==> src/rtl/core/tdc_tof_result_calibrator_macros.svh <==
// assertion macros for the tdc time-of-flight calibrator
// used by tdctof_ctrl and tdctof_dp, expects i_clk and i_rst_n in scope
`ifndef TDC_TOF_RESULT_CALIBRATOR_MACROS_SVH
`define TDC_TOF_RESULT_CALIBRATOR_MACROS_SVH

// condition holds in the same cycle
`define TDCTOF_ASSERT_NOW(lbl, ante, cons, msg) \
    lbl: assert property (@(posedge i_clk) disable iff (!i_rst_n) (ante) |-> (cons)) \
        else $error(msg);

// condition holds in the next cycle
`define TDCTOF_ASSERT_NEXT(lbl, ante, cons, msg) \
    lbl: assert property (@(posedge i_clk) disable iff (!i_rst_n) (ante) |=> (cons)) \
        else $error(msg);

`endif

==> src/rtl/core/tdctof_pkg.sv <==
// shared constants, types and command / status structs of the tdc tof calibrator
// no dependencies
`default_nettype none

package tdctof_pkg;

    localparam int STOP_COUNT     = 5;
    localparam int READOUT_BYTES  = 39;
    localparam int BYTES_PER_WORD = 3;
    localparam int NUM_WORDS      = READOUT_BYTES / BYTES_PER_WORD;
    localparam int WORD_W         = 24;
    localparam int ADDR_W         = $clog2(NUM_WORDS);
    localparam int STOP_W         = 3;
    localparam int TOF_W          = 40;
    localparam int LSB_W          = 21;
    localparam int SCALE_W        = 17;
    localparam int DIV_STEPS      = LSB_W;
    localparam int CNT_W          = $clog2(DIV_STEPS);

    typedef logic [ADDR_W-1:0] t_addr;
    typedef logic [STOP_W-1:0] t_stop;

    localparam t_addr TIME0_ADDR = '0;
    localparam t_addr CAL1_ADDR  = t_addr'(NUM_WORDS - 2);
    localparam t_addr CAL2_ADDR  = t_addr'(NUM_WORDS - 1);
    localparam t_stop LAST_STOP  = t_stop'(STOP_COUNT - 1);

    localparam logic [1:0]         PHASE_LAST = 2'(BYTES_PER_WORD - 1);
    localparam logic [LSB_W-1:0]   LSB_NUM    = LSB_W'(1125000);
    localparam logic [SCALE_W-1:0] CLK_SCALE  = SCALE_W'(125000);

    typedef enum logic [3:0] {
        S_IDLE,
        S_RD_CAL1,
        S_DIFF,
        S_TIME0,
        S_DIV,
        S_RD_CLK,
        S_RD_TN,
        S_DT,
        S_MUL,
        S_SUM,
        S_OUT
    } t_state;

    typedef enum logic [3:0] {
        OP_NONE,
        OP_DIFF,
        OP_TIME0,
        OP_DIV,
        OP_CLK,
        OP_DT,
        OP_MUL,
        OP_SUM,
        OP_OUT
    } t_op;

    typedef struct packed {
        t_op   op;
        logic  shift;
        logic  wr;
        logic  cap_cal2;
        t_addr addr;
        t_stop stop;
        logic  last;
    } t_cmd;

    typedef struct packed {
        logic cal_err;
        logic out_free;
    } t_stat;

endpackage

`default_nettype wire

==> src/rtl/core/tdctof_ram.sv <==
// generic single-write, single-read ram with registered read data
// no dependencies
`default_nettype none

module tdctof_ram #(
    parameter int WIDTH = 24,
    parameter int DEPTH = 13
) (
    input  wire logic                     i_clk,
    input  wire logic                     i_we,
    input  wire logic [$clog2(DEPTH)-1:0] i_waddr,
    input  wire logic [WIDTH-1:0]         i_wdata,
    input  wire logic [$clog2(DEPTH)-1:0] i_raddr,
    output logic      [WIDTH-1:0]         o_rdata
);

    logic [WIDTH-1:0] r_mem [DEPTH];

    always_ff @(posedge i_clk) begin
        if (i_we) begin
            r_mem[i_waddr] <= i_wdata;
        end
        o_rdata <= r_mem[i_raddr];
    end

endmodule

`default_nettype wire

==> src/rtl/core/tdctof_ctrl.sv <==
// controller: byte position tracking and the calibration / tof sequence
// depends on tdctof_pkg and tdc_tof_result_calibrator_macros.svh
`default_nettype none
`include "tdc_tof_result_calibrator_macros.svh"

module tdctof_ctrl (
    input  wire logic              i_clk,
    input  wire logic              i_rst_n,
    input  wire logic              i_s_tvalid,
    output logic                   o_s_tready,
    input  wire logic              i_frame_start,
    output tdctof_pkg::t_cmd       o_cmd,
    input  wire tdctof_pkg::t_stat i_stat
);

    tdctof_pkg::t_state r_state, n_state;
    logic [1:0]                    r_phase, n_phase;
    tdctof_pkg::t_addr             r_slot, n_slot;
    logic [tdctof_pkg::CNT_W-1:0]  r_cnt, n_cnt;
    tdctof_pkg::t_stop             r_stop, n_stop;

    logic              w_accept;
    logic [1:0]        w_phase;
    tdctof_pkg::t_addr w_slot;
    logic              w_word_done;
    logic              w_frame_done;
    tdctof_pkg::t_cmd  w_cmd;

    assign w_accept     = (r_state == tdctof_pkg::S_IDLE) && i_s_tvalid;
    assign w_phase      = i_frame_start ? 2'd0 : r_phase;
    assign w_slot       = i_frame_start ? '0 : r_slot;
    assign w_word_done  = w_phase == tdctof_pkg::PHASE_LAST;
    assign w_frame_done = w_word_done && (w_slot == tdctof_pkg::CAL2_ADDR);

    // next state
    always_comb begin
        n_state = r_state;
        unique case (r_state)
            tdctof_pkg::S_IDLE: begin
                if (w_accept && w_frame_done) begin
                    n_state = tdctof_pkg::S_RD_CAL1;
                end
            end
            tdctof_pkg::S_RD_CAL1: n_state = tdctof_pkg::S_DIFF;
            tdctof_pkg::S_DIFF:    n_state = tdctof_pkg::S_TIME0;
            tdctof_pkg::S_TIME0: begin
                n_state = i_stat.cal_err ? tdctof_pkg::S_RD_CLK : tdctof_pkg::S_DIV;
            end
            tdctof_pkg::S_DIV: begin
                if (r_cnt == tdctof_pkg::CNT_W'(tdctof_pkg::DIV_STEPS - 1)) begin
                    n_state = tdctof_pkg::S_RD_CLK;
                end
            end
            tdctof_pkg::S_RD_CLK: n_state = tdctof_pkg::S_RD_TN;
            tdctof_pkg::S_RD_TN:  n_state = tdctof_pkg::S_DT;
            tdctof_pkg::S_DT:     n_state = tdctof_pkg::S_MUL;
            tdctof_pkg::S_MUL:    n_state = tdctof_pkg::S_SUM;
            tdctof_pkg::S_SUM:    n_state = tdctof_pkg::S_OUT;
            tdctof_pkg::S_OUT: begin
                if (i_stat.out_free) begin
                    n_state = (r_stop == tdctof_pkg::LAST_STOP) ?
                              tdctof_pkg::S_IDLE : tdctof_pkg::S_RD_CLK;
                end
            end
            default: n_state = tdctof_pkg::S_IDLE;
        endcase
    end

    // commands
    always_comb begin
        w_cmd          = '0;
        w_cmd.op       = tdctof_pkg::OP_NONE;
        w_cmd.stop     = r_stop;
        w_cmd.last     = r_stop == tdctof_pkg::LAST_STOP;
        unique case (r_state)
            tdctof_pkg::S_IDLE: begin
                w_cmd.shift    = w_accept;
                w_cmd.wr       = w_accept && w_word_done;
                w_cmd.cap_cal2 = w_accept && w_frame_done;
                w_cmd.addr     = w_slot;
            end
            tdctof_pkg::S_RD_CAL1: w_cmd.addr = tdctof_pkg::CAL1_ADDR;
            tdctof_pkg::S_DIFF: begin
                w_cmd.op   = tdctof_pkg::OP_DIFF;
                w_cmd.addr = tdctof_pkg::TIME0_ADDR;
            end
            tdctof_pkg::S_TIME0:  w_cmd.op = tdctof_pkg::OP_TIME0;
            tdctof_pkg::S_DIV:    w_cmd.op = tdctof_pkg::OP_DIV;
            tdctof_pkg::S_RD_CLK: w_cmd.addr = {r_stop, 1'b1};
            tdctof_pkg::S_RD_TN: begin
                w_cmd.op   = tdctof_pkg::OP_CLK;
                w_cmd.addr = {3'(r_stop + 3'd1), 1'b0};
            end
            tdctof_pkg::S_DT:  w_cmd.op = tdctof_pkg::OP_DT;
            tdctof_pkg::S_MUL: w_cmd.op = tdctof_pkg::OP_MUL;
            tdctof_pkg::S_SUM: w_cmd.op = tdctof_pkg::OP_SUM;
            tdctof_pkg::S_OUT: begin
                w_cmd.op = i_stat.out_free ? tdctof_pkg::OP_OUT : tdctof_pkg::OP_NONE;
            end
            default: w_cmd.op = tdctof_pkg::OP_NONE;
        endcase
    end

    // counters
    always_comb begin
        n_phase = r_phase;
        n_slot  = r_slot;
        n_cnt   = r_cnt;
        n_stop  = r_stop;
        if (w_accept) begin
            if (w_word_done) begin
                n_phase = 2'd0;
                n_slot  = w_frame_done ? '0 : tdctof_pkg::ADDR_W'(w_slot + 1'b1);
            end else begin
                n_phase = 2'(w_phase + 2'd1);
                n_slot  = w_slot;
            end
        end
        if (r_state == tdctof_pkg::S_TIME0) begin
            n_cnt = '0;
        end else if (r_state == tdctof_pkg::S_DIV) begin
            n_cnt = tdctof_pkg::CNT_W'(r_cnt + 1'b1);
        end
        if (r_state == tdctof_pkg::S_DIFF) begin
            n_stop = '0;
        end else if (w_cmd.op == tdctof_pkg::OP_OUT) begin
            n_stop = tdctof_pkg::STOP_W'(r_stop + 1'b1);
        end
    end

    always_ff @(posedge i_clk) begin
        if (!i_rst_n) begin
            r_state <= tdctof_pkg::S_IDLE;
            r_phase <= '0;
            r_slot  <= '0;
            r_cnt   <= '0;
            r_stop  <= '0;
        end else begin
            r_state <= n_state;
            r_phase <= n_phase;
            r_slot  <= n_slot;
            r_cnt   <= n_cnt;
            r_stop  <= n_stop;
        end
    end

    assign o_s_tready = r_state == tdctof_pkg::S_IDLE;
    assign o_cmd      = w_cmd;

    `TDCTOF_ASSERT_NEXT(a_frame_end_starts_cal, w_cmd.cap_cal2,
        r_state == tdctof_pkg::S_RD_CAL1, "last byte did not start calibration")
    `TDCTOF_ASSERT_NOW(a_slot_range, 1'b1, r_slot <= tdctof_pkg::CAL2_ADDR,
        "word slot past the readout")
    `TDCTOF_ASSERT_NOW(a_div_count, r_state == tdctof_pkg::S_DIV,
        r_cnt < tdctof_pkg::CNT_W'(tdctof_pkg::DIV_STEPS), "divider ran too long")

endmodule

`default_nettype wire

==> src/rtl/core/tdctof_dp.sv <==
// datapath: word assembly, word store, lsb divider, tof arithmetic, output register
// depends on tdctof_pkg, tdctof_ram and tdc_tof_result_calibrator_macros.svh
`default_nettype none
`include "tdc_tof_result_calibrator_macros.svh"

module tdctof_dp (
    input  wire logic                            i_clk,
    input  wire logic                            i_rst_n,
    input  wire tdctof_pkg::t_cmd                i_cmd,
    output tdctof_pkg::t_stat                    o_stat,
    input  wire logic [7:0]                      i_data_byte,
    input  wire logic                            i_cfg_we,
    input  wire logic [2:0]                      i_cfg_wdata,
    output logic                                 o_valid,
    input  wire logic                            i_ready,
    output logic signed [tdctof_pkg::TOF_W-1:0]  o_tof,
    output tdctof_pkg::t_stop                    o_stop_index,
    output logic                                 o_cal_error,
    output logic                                 o_last
);

    localparam int W = tdctof_pkg::WORD_W;
    localparam int CLKP_W = tdctof_pkg::SCALE_W + W;
    localparam int DTP_W = W + 1 + tdctof_pkg::LSB_W + 1;
    localparam int SUM_W = DTP_W + 1;
    localparam int Q_W = SUM_W - 4;
    localparam int TOF_W = tdctof_pkg::TOF_W;

    logic [2:0]                    r_shift;
    logic [15:0]                   r_asm;
    logic [W-1:0]                  r_cal2;
    logic [W-1:0]                  r_time0;
    logic [W-1:0]                  r_div;
    logic [W-1:0]                  r_rem;
    logic [tdctof_pkg::LSB_W-1:0]  r_quo;
    logic                          r_err;
    logic [CLKP_W-1:0]             r_clkp;
    logic signed [W:0]             r_dt;
    logic signed [DTP_W-1:0]       r_dtp;
    logic signed [SUM_W-1:0]       r_sum;
    logic                          r_valid;
    logic signed [TOF_W-1:0]       r_tof;
    tdctof_pkg::t_stop             r_stop;
    logic                          r_last;
    logic                          r_cal_err;

    logic [W-1:0]            w_wdata;
    logic [W-1:0]            w_rdata;
    logic signed [W:0]       w_diff;
    logic                    w_diff_bad;
    logic [W:0]              w_trial;
    logic                    w_fit;
    logic [W-1:0]            w_clk_sh;
    logic signed [DTP_W-1:0] w_dt_ext;
    logic signed [DTP_W-1:0] w_lsb_ext;
    logic signed [Q_W-1:0]   w_q;
    logic                    w_ovf;
    logic signed [TOF_W-1:0] w_sat;
    logic                    w_out_free;

    assign w_wdata = {r_asm, i_data_byte};

    tdctof_ram #(
        .WIDTH (W),
        .DEPTH (tdctof_pkg::NUM_WORDS)
    ) u_words (
        .i_clk   (i_clk),
        .i_we    (i_cmd.wr),
        .i_waddr (i_cmd.addr),
        .i_wdata (w_wdata),
        .i_raddr (i_cmd.addr),
        .o_rdata (w_rdata)
    );

    assign w_diff     = $signed({1'b0, r_cal2}) - $signed({1'b0, w_rdata});
    assign w_diff_bad = w_diff[W] || (w_diff == '0);
    assign w_trial    = {r_rem, r_quo[tdctof_pkg::LSB_W-1]};
    assign w_fit      = w_trial >= {1'b0, r_div};
    assign w_clk_sh   = w_rdata >> r_shift;
    assign w_dt_ext   = DTP_W'(r_dt);
    assign w_lsb_ext  = DTP_W'($signed({1'b0, r_quo}));
    assign w_q        = r_sum[SUM_W-1:4];
    assign w_ovf      = (w_q[Q_W-1:TOF_W-1] != '0) && (w_q[Q_W-1:TOF_W-1] != '1);
    assign w_sat      = w_ovf ? (w_q[Q_W-1] ? {1'b1, {(TOF_W-1){1'b0}}}
                                            : {1'b0, {(TOF_W-1){1'b1}}})
                              : w_q[TOF_W-1:0];
    assign w_out_free = !r_valid || i_ready;

    // control state
    always_ff @(posedge i_clk) begin
        if (!i_rst_n) begin
            r_shift <= '0;
            r_asm   <= '0;
            r_quo   <= '0;
            r_err   <= 1'b0;
            r_valid <= 1'b0;
        end else begin
            if (i_cfg_we) begin
                r_shift <= i_cfg_wdata;
            end
            if (i_cmd.shift) begin
                r_asm <= w_wdata[15:0];
            end
            if (i_cmd.op == tdctof_pkg::OP_DIFF) begin
                r_err <= w_diff_bad;
                r_quo <= w_diff_bad ? '0 : tdctof_pkg::LSB_NUM;
            end else if (i_cmd.op == tdctof_pkg::OP_DIV) begin
                r_quo <= {r_quo[tdctof_pkg::LSB_W-2:0], w_fit};
            end
            if (i_cmd.op == tdctof_pkg::OP_OUT) begin
                r_valid <= 1'b1;
            end else if (i_ready) begin
                r_valid <= 1'b0;
            end
        end
    end

    // payload
    always_ff @(posedge i_clk) begin
        if (i_cmd.cap_cal2) begin
            r_cal2 <= w_wdata;
        end
        unique case (i_cmd.op)
            tdctof_pkg::OP_DIFF: begin
                r_div <= w_diff[W-1:0];
                r_rem <= '0;
            end
            tdctof_pkg::OP_TIME0: r_time0 <= w_rdata;
            tdctof_pkg::OP_DIV: begin
                r_rem <= w_fit ? W'(w_trial - {1'b0, r_div}) : w_trial[W-1:0];
            end
            tdctof_pkg::OP_CLK: r_clkp <= CLKP_W'(tdctof_pkg::CLK_SCALE) * CLKP_W'(w_clk_sh);
            tdctof_pkg::OP_DT:  r_dt <= $signed({1'b0, r_time0}) - $signed({1'b0, w_rdata});
            tdctof_pkg::OP_MUL: r_dtp <= w_dt_ext * w_lsb_ext;
            tdctof_pkg::OP_SUM: r_sum <= $signed({{(SUM_W-CLKP_W){1'b0}}, r_clkp})
                                         + SUM_W'(r_dtp);
            tdctof_pkg::OP_OUT: begin
                r_tof     <= r_err ? '0 : w_sat;
                r_stop    <= i_cmd.stop;
                r_last    <= i_cmd.last;
                r_cal_err <= r_err;
            end
            default: ;
        endcase
    end

    assign o_stat.cal_err  = r_err;
    assign o_stat.out_free = w_out_free;
    assign o_valid         = r_valid;
    assign o_tof           = r_tof;
    assign o_stop_index    = r_stop;
    assign o_cal_error     = r_cal_err;
    assign o_last          = r_last;

    `TDCTOF_ASSERT_NOW(a_no_div_on_err, i_cmd.op == tdctof_pkg::OP_DIV, !r_err,
        "divider stepped with a bad calibration")
    `TDCTOF_ASSERT_NOW(a_load_when_free, i_cmd.op == tdctof_pkg::OP_OUT, w_out_free,
        "result loaded over a pending one")
    `TDCTOF_ASSERT_NEXT(a_load_sets_valid, i_cmd.op == tdctof_pkg::OP_OUT, r_valid,
        "loaded result not offered")

endmodule

`default_nettype wire

==> src/rtl/core/tdc_tof_result_calibrator.sv <==
// top level of the tdc time-of-flight calibrator
// depends on tdctof_pkg, tdctof_ctrl, tdctof_dp (which holds tdctof_ram)
//
// input stream: one readout byte per request, s_tuser high on the first byte
// of a readout. 39 bytes make a readout: five time / clock-count pairs, time 6,
// calibration 1 and calibration 2, 24-bit words, most significant byte first.
// bytes are taken one per cycle while no readout is being computed.
// after the 39th byte the block reads cal1, divides 1125000 by cal2 - cal1
// in a bit-serial divider (skipped on a bad calibration), then runs each
// stop through the shared multiply / add path (one word-store read port):
// read its clock count and time, take the time difference, multiply by the
// lsb, add the scaled clock count and load the output register. s_tready is
// low from the last byte until the fifth result is loaded into the output
// register.
// output stream: five results per readout, m_tlast on the fifth, m_tuser set
// when the calibration difference was not positive (tof is then zero).
// a stalled receiver holds the output register and pauses the sequence.
// reset clears position, assembler, lsb and average_shift; the word store is not
// cleared. the user writes average_shift (i_cfg_we) only while idle; not enforced.
`default_nettype none

module tdc_tof_result_calibrator (
    input  wire logic        i_clk,
    input  wire logic        i_rst_n,
    input  wire logic        i_cfg_we,
    input  wire logic [2:0]  i_cfg_wdata,   // average_shift
    input  wire logic        s_tvalid,
    output logic             s_tready,
    input  wire logic [7:0]  s_tdata,       // [7:0] data_byte
    input  wire logic        s_tuser,       // [0] frame_start
    output logic             m_tvalid,
    input  wire logic        m_tready,
    output logic [47:0]      m_tdata,       // [39:0] tof, [42:40] stop_index, zero above
    output logic             m_tuser,       // [0] cal_error
    output logic             m_tlast
);

    tdctof_pkg::t_cmd  w_cmd;
    tdctof_pkg::t_stat w_stat;
    logic signed [tdctof_pkg::TOF_W-1:0] w_tof;
    tdctof_pkg::t_stop w_stop;

    tdctof_ctrl u_ctrl (
        .i_clk         (i_clk),
        .i_rst_n       (i_rst_n),
        .i_s_tvalid    (s_tvalid),
        .o_s_tready    (s_tready),
        .i_frame_start (s_tuser),
        .o_cmd         (w_cmd),
        .i_stat        (w_stat)
    );

    tdctof_dp u_dp (
        .i_clk        (i_clk),
        .i_rst_n      (i_rst_n),
        .i_cmd        (w_cmd),
        .o_stat       (w_stat),
        .i_data_byte  (s_tdata),
        .i_cfg_we     (i_cfg_we),
        .i_cfg_wdata  (i_cfg_wdata),
        .o_valid      (m_tvalid),
        .i_ready      (m_tready),
        .o_tof        (w_tof),
        .o_stop_index (w_stop),
        .o_cal_error  (m_tuser),
        .o_last       (m_tlast)
    );

    assign m_tdata = {5'b0, w_stop, w_tof};

endmodule

`default_nettype wire
==> config.mk <==
export PLATFORM = sky130hd
export DESIGN_NAME = tdc_tof_result_calibrator
export DESIGN_NICKNAME = d
export VERILOG_FILES = /design/src/rtl/core/tdctof_pkg.sv /design/src/rtl/core/tdctof_ram.sv /design/src/rtl/core/tdctof_ctrl.sv /design/src/rtl/core/tdctof_dp.sv /design/src/rtl/core/tdc_tof_result_calibrator.sv
export VERILOG_INCLUDE_DIRS = /design/src /design/src/rtl/core
export SDC_FILE = /design/constraint.sdc
export NUM_CORES = 2
export LEC_CHECK = 0
export BUFFER_PORTS_ARGS = -buffer_cell sky130_fd_sc_hd__buf_4
export CAP_MARGIN = 30
export CORE_MARGIN = 4
export CORE_UTILIZATION = 26
export CTS_CLUSTER_DIAMETER = 60
export DETAILED_ROUTE_END_ITERATION = 8
export GPL_ROUTABILITY_DRIVEN = 0
export PLACE_DENSITY_LB_ADDON = 0.3
export REMOVE_ABC_BUFFERS = 1
export SETUP_SLACK_MARGIN = 0.5
export SLEW_MARGIN = 10
export SYNTH_ARGS = -nofsm -noshare
export SYNTH_HDL_FRONTEND = slang
export SYNTH_SLANG_ARGS = --single-unit
==> constraint.sdc <==
create_clock -name i_clk -period 10.1 [get_ports i_clk]
set_input_delay 0.505 -clock i_clk [delete_from_list [all_inputs] [get_ports i_clk]]
set_output_delay 0.505 -clock i_clk [all_outputs]
set_load 0.03 [all_outputs]
### Word level (Yosys, flattened, before mapping)

Memory sizes are Yosys's and may differ from the RTL's. A register that Yosys moved wholly into a read port is not among the register bits.
Index checks and enable logic that the tools add are counted.

| word-level totals | value |
|---|---|
| flip-flop bits (word level) | 359 |
| RAM bits | 312 |
| word-level logic and storage cells | 104 |
| memories kept | 1 |

| cells by class | value |
|---|---|
| $add $sub $neg | 8 |
| multipliers | 2 |
| magnitude comparators | 1 |
| eq/ne operators | 26 |
| shift operators | 1 |
| muxes and demuxes | 26 |
| bitwise operators | 1 |
| reductions and logical operators | 16 |

Memories:

| memory | depth | width | rd ports | clocked after Yosys merged registers in | write ports | RTL line | text |
|---|---|---|---|---|---|---|---|
| u_dp.u_words.r_mem | 13 | 24 | 1 | 1 | 1 | tdctof_ram.sv:17 | `logic [WIDTH-1:0] r_mem [DEPTH];` |

Operator list:

| cell | number |
|---|---|
| 40-bit 2-to-1 mux | 2 |
| 21-bit 2-to-1 mux | 3 |
| 24-bit by 24-bit subtractor with 25-bit output | 2 |
| 42-bit by 47-bit adder with 48-bit output | 1 |
| 24-bit one-hot mux with 2 select lines | 1 |
| 25-bit by 22-bit multiplier with 47-bit output | 1 |
| 4-bit one-hot mux with 11 select lines | 1 |
| 14-bit by 24-bit multiplier with 38-bit output (first input constant) | 1 |
| 4-bit by 3-bit == test with 1-bit output (second input constant) | 8 |
| 4-bit one-hot mux with 8 select lines | 1 |
| 4-bit 2-to-1 mux | 7 |
| 25-bit by 24-bit >= comparator with 1-bit output | 1 |
| 25-bit zero test | 1 |
| 24-bit 2-to-1 mux | 1 |
| 24-bit by 3-bit >> shifter with 24-bit output | 1 |
| 24-bit subtractor | 1 |
| 4-bit == test (second input constant) | 5 |
| 4-bit by 2-bit == test with 1-bit output (second input constant) | 4 |
| 4-bit one-hot mux with 4 select lines | 1 |
| 4-bit by 1-bit == test with 1-bit output (second input constant) | 2 |
| 3-bit 2-to-1 mux | 2 |
| 2-bit by 1-bit != test with 1-bit output (second input constant) | 3 |
| 5-bit by 1-bit adder with 5-bit output (second input constant) | 1 |
| 5-bit == test (second input constant) | 1 |
| 17 further kinds | 29 |

### Longest topological paths before layout

| depth | value |
|---|---|
| word-level depth | 7 |
| depth in mapped cells | 29 |

### By module

A second synthesis with hierarchy kept.

| unflattened totals | value |
|---|---|
| cells, all modules | 4827 |
| area total of the unflattened synthesis | 55492.0 um^2 |

Modules (own cells, without submodules):

| module | instances | cells each | area an instance (um^2) | sequential area each (um^2) |
|---|---|---|---|---|
| tdctof_dp | 1 | 4132 | 41810.1 | 9609.2 |
| tdctof_ram | 1 | 530 | 12409.4 | 9849.4 |
| tdctof_ctrl | 1 | 159 | 1231.2 | 360.3 |
| tdc_tof_result_calibrator | 1 | 6 | 41.3 | 0.0 |

### Worst setup path before layout

Ideal clock, no wire load.

| timing path | value |
|---|---|
| kind | register -> register |
| start | reg u_dp.r_shift[1] |
| end | reg u_dp.r_clkp[39], data pin |
| arrival | 6965 ps |
| path slack | 2955 ps |
| cell stages (with the launch flop) | 26 |
| buffers on the path | 2 |
| cells stage by stage | dfxtp_1 buf_1 clkbuf_1 mux4_2 mux2i_1 inv_1 ha_1 inv_1 fa_1 inv_1 fa_1 inv_1 fa_1 inv_1 ha_1 fa_1 ha_1 and3_1 and3_1 a21oi_1 o211ai_1 a41oi_1 o31ai_1 a211oi_1 or4_1 o311ai_1 |

| on the way | value |
|---|---|
| cells in the longest elaborated chain, start to end | 2 |

RTL lines:

| item | RTL line | text |
|---|---|---|
| start, declared | tdctof_dp.sv:29 | `logic [2:0] r_shift;` |
| start signal, assigned | tdctof_dp.sv:99 | `r_shift <= i_cfg_wdata;` |
| 24-bit by 3-bit >> shifter with 24-bit output | tdctof_dp.sv:79 | `assign w_clk_sh = w_rdata >> r_shift;` |
| 14-bit by 24-bit multiplier with 38-bit output | tdctof_dp.sv:132 | `tdctof_pkg::OP_CLK: r_clkp <= CLKP_W'(tdctof_pkg::CLK_SCALE) * CLKP_W'(w_clk_sh);` |
| end signal, assigned | tdctof_dp.sv:132 |  |
| end, declared | tdctof_dp.sv:37 | `logic [CLKP_W-1:0] r_clkp;` |

Every way passes these cells.
A chain may end at the register's enable or synchronous reset.

### Final worst setup path

Same ends and word-level chain as after synthesis.

==> flow_summary.yaml <==
run_status:
  status: "completed"
worst_setup_path:
  reg2reg_to: "u_dp.r_clkp[39]"
  rr_worst_depth: 24
  cp-end-kind: "flip-flop"
  ff2ff_setup_slack_ns: 2.27
  cp.arrival_ns: 8.29
  r2r-start: "u_dp.r_shift[1]"
  path_max_fanout: 32
  worst_setup_path_start_kind: "flip-flop"
  cp.required_ns: 10.56
  critical_path_class: "reg2reg"
yosys:
  synth_top_cell_by_area: "edfxtp_1"
  ys.warnings.count: 0
  synth_top_area_share_pct: 32.7
  netlist_area_um2: 55400
  ys_top_cells_by_count: "inv_1, fa_1, edfxtp_1"
  synth.most_common_cell: "inv_1"
  synth_area_leaders: "edfxtp_1, fa_1, ha_1"
  synthCells: 4857
  synth_edf_count: 604
  ys.flop_type: "edfxtp_1"
  async_flop_share_pct: 0
  synth.ff_latch_count: 688
  synth.distinct_cells: 93
  yosysSeqAreaShare_pct: 35.8
  avgSynthCellArea_um2: 11.4
pwr:
  p_switching_mw: 10.0
  seqPwrFrac_pct: 18.9
  ir_drop_mv: 1.29
  p_int_mw: 11.8
  p_leak_nw: 26.2
  power_frac_comb_pct: 68.5
  p_per_area_nw_per_um2: 352
  clockPowerShare_pct: 12.6
  power.share.switching_pct: 45.9
timing:
  setup_tns_ns: 0
  worst_pin_slew_ns: 0.900
  hold_viol_final: 0
  worst_slack_ns: 2.27
  setup_viol: 0
  whs_ns: 0.122
  period_needed_ns: 7.83
  fmax_ghz: 0.128
  fin_crit_sh_pct: 77.5
  rsz0062_at_grt: "false"
  fin_skew_ns: 0.0482
  relSlewSlack_pct: 39.9
  final_max_slew_viol_count: 0
clock_network:
  clk_root_buffer_cell: "clkbuf_16"
  path_clk_slew_ns: 0.07
  cts_resized: 0
  cts_tree: "yes"
  worstSkewPairLatency_ns: 0.70
  clock_path_buffers: 3
  htree_levels: 3
  cts-hold-fix-buffers: 0
  cts_sinks: 688
  postCtsSetupBuffers: 0
  cts_made_buffers: 71
placed_design:
  pre_cts_ws_ns: 2.04
  dp_hpwl_um: 106000
  port_buffers: 63
grt:
  grt_pass1_wl_um: 226000
  antenna_found_initial: 5
  grt.total_usage_pct: 13.1
  grt_start_max_net_pins: 55
  first_global_vias: 37300
  overflow: 0
floorplan:
  dieArea_um2: 221000
  ios: 69
  rows: 169
  start_util_pct: 26.1
  die-width_um: 470
  core_um2: 212000
  dieHeight_um: 470
route:
  wire_per_inst_um: 18.6
  top_layer_used: "met4"
  routed_wl_um: 145000
  vias_per_cell: 4.57
  num_vias: 35500
  drc: 0
  met3_length_um: 6310
  met1Wirelength_um: 66300
  dr.pass1.iters: 5
  initialDrtViolationCount: 2182
  dr_wl_met2_um: 68800
  route.antenna.remaining_nets: 0
layout:
  drive_above_1_share_pct: 8.33
  fin_util_pct: 29.3
  fill_cells: 21700
  syn2layout_area_growth_pct: 12.0
  nets: 5904
worst_hold_path:
  holdPathStages: 3
  hold_class: "in2reg"
  holdPathEnd: "u_dp.r_shift[2]"
  min_from: "i_cfg_wdata[2]"
flow_run:
  cap_violations: 0
-- cell usage in the layout, fill, tap and decap left out, drive strengths merged, types with 48 or more instances in the layout --
| cell type | netlist | layout |
|---|---|---|
| inv | 725 | 730 |
| fa | 634 | 634 |
| edfxtp | 604 | 604 |
| nand2 | 466 | 466 |
| ha | 367 | 367 |
| and2 | 305 | 305 |
| a21oi | 172 | 172 |
| buf | 32 | 155 |
| nor2 | 137 | 137 |
| xnor2 | 118 | 118 |
| o21ai | 114 | 114 |
| clkbuf | 171 | 87 |
| dfxtp | 84 | 84 |
| a21o | 82 | 82 |
| mux4 | 81 | 81 |
| o21a | 72 | 72 |
| nor3 | 55 | 55 |
| xor2 | 52 | 52 |
| mux2i | 51 | 51 |
| and3 | 49 | 49 |
| nor2b | 48 | 48 |
| a31oi | 48 | 48 |
-- worst max-delay path by stage --
stage,startpoint,to,depth (start not counted)
after global placement,u_dp.r_shift[0],u_dp.r_clkp[39],23
after CTS,u_dp.r_shift[0],u_dp.r_clkp[39],23
after floorplan,s_tuser,u_dp.u_words.r_mem[9][0],4
final,u_dp.r_shift[1],u_dp.r_clkp[39],24
after detailed placement,u_dp.r_shift[0],u_dp.r_clkp[39],23
after global routing,u_dp.r_shift[1],u_dp.r_clkp[39],24
-- power by group through the flow --
| stage | clock network [mW] | logic [mW] | registers (mW) |
|---|---|---|---|
| after floorplan | 0 | 11.5 | 4.16 |
| after global placement | 0 | 15.0 | 4.21 |
| after detailed placement | 0 | 14.9 | 4.21 |
| after CTS | 2.84 | 15.0 | 4.15 |
| after global routing | 2.95 | 17.3 | 4.14 |
| final | 2.75 | 15.0 | 4.14 |
-- layer usage --
metal / GRT usage [%] / vias up
met3: 1.95 / 167
li1: - / 16400
met2: 22.0 / 731
met4: 2.84 / 0
met5: 0 / -
met1: 17.8 / 18200
-- critical path, stage by stage, from the launching register on --
cell       delay (ns)
dfxtp_1          0.31
buf_4            0.35
mux4_2           0.57
mux2i_1          0.56
inv_1            0.27
ha_1             0.35
inv_1            0.05
fa_1             0.54
inv_1            0.06
fa_1             0.48
inv_1            0.05
fa_1             0.49
inv_1            0.05
ha_1             0.27
inv_1            0.05
fa_1             0.49
inv_1            0.05
ha_1             0.36
a2111oi_0        0.68
o211ai_1         0.23
a41oi_1          0.42
o31ai_1          0.17
a211oi_1         0.32
nor2_1           0.12
o311ai_1         0.29
-- registers in the layout, summed over array words and instances, names as in the netlist, 2 cells and up --
signal and cells:
u_ctrl.r_cnt 5, u_dp.r_time0 24, u_dp.u_words.o_rdata 24, u_dp.r_sum 44
u_dp.o_stop_index 3, u_dp.o_tof 40, u_dp.u_words.r_mem 312, u_dp.r_asm 16
u_dp.r_shift 3, u_ctrl.r_slot 4, u_dp.r_div 24, u_dp.r_rem 24
u_dp.r_cal2 24, u_ctrl.r_state 4, u_dp.r_dt 25, u_dp.r_clkp 38
u_ctrl.r_stop 3, u_dp.r_dtp 44, u_dp.r_quo 21, u_ctrl.r_phase 2
-- kinds of logic after synthesis --
group / after synthesis / synth area share [%]
simple gates: 1218 / 11.0
fa+ha+maj: 1001 / 31.2
buf+inv: 928 / 6.36
compound gates: 714 / 8.65
flops: 688 / 35.8
xor+xnor: 170 / 2.69
mux: 137 / 4.32
other cells: 1 / 0.00677
-- per-stage QoR --
stage                     area (µm²)  power (mW)  instances
after floorplan                54600        15.6       4658
after global placement         59400        19.2       7625
after detailed placement       59500        19.1       7629
after CTS                      61900        22.0       7760
after global routing           62000        24.4       7765
final                          62000        21.9       7768
-- final cells by class --
| cell class | instances | area, µm² | area share (%) |
|---|---|---|---|
| diodes | 3 | 7.51 | 0.0121 |
| repair buffers | 155 | 1280 | 2.07 |
| clock inverters | 44 | 607 | 0.978 |
| flip-flops and latches | 688 | 19800 | 31.9 |
| multi-input cells | 3245 | 32200 | 52.0 |
| inverters | 725 | 2720 | 4.39 |
| clock buffers | 87 | 1840 | 2.96 |
| well taps | 2821 | 3530 | 5.69 |
(Power assumes the default switching activity.)
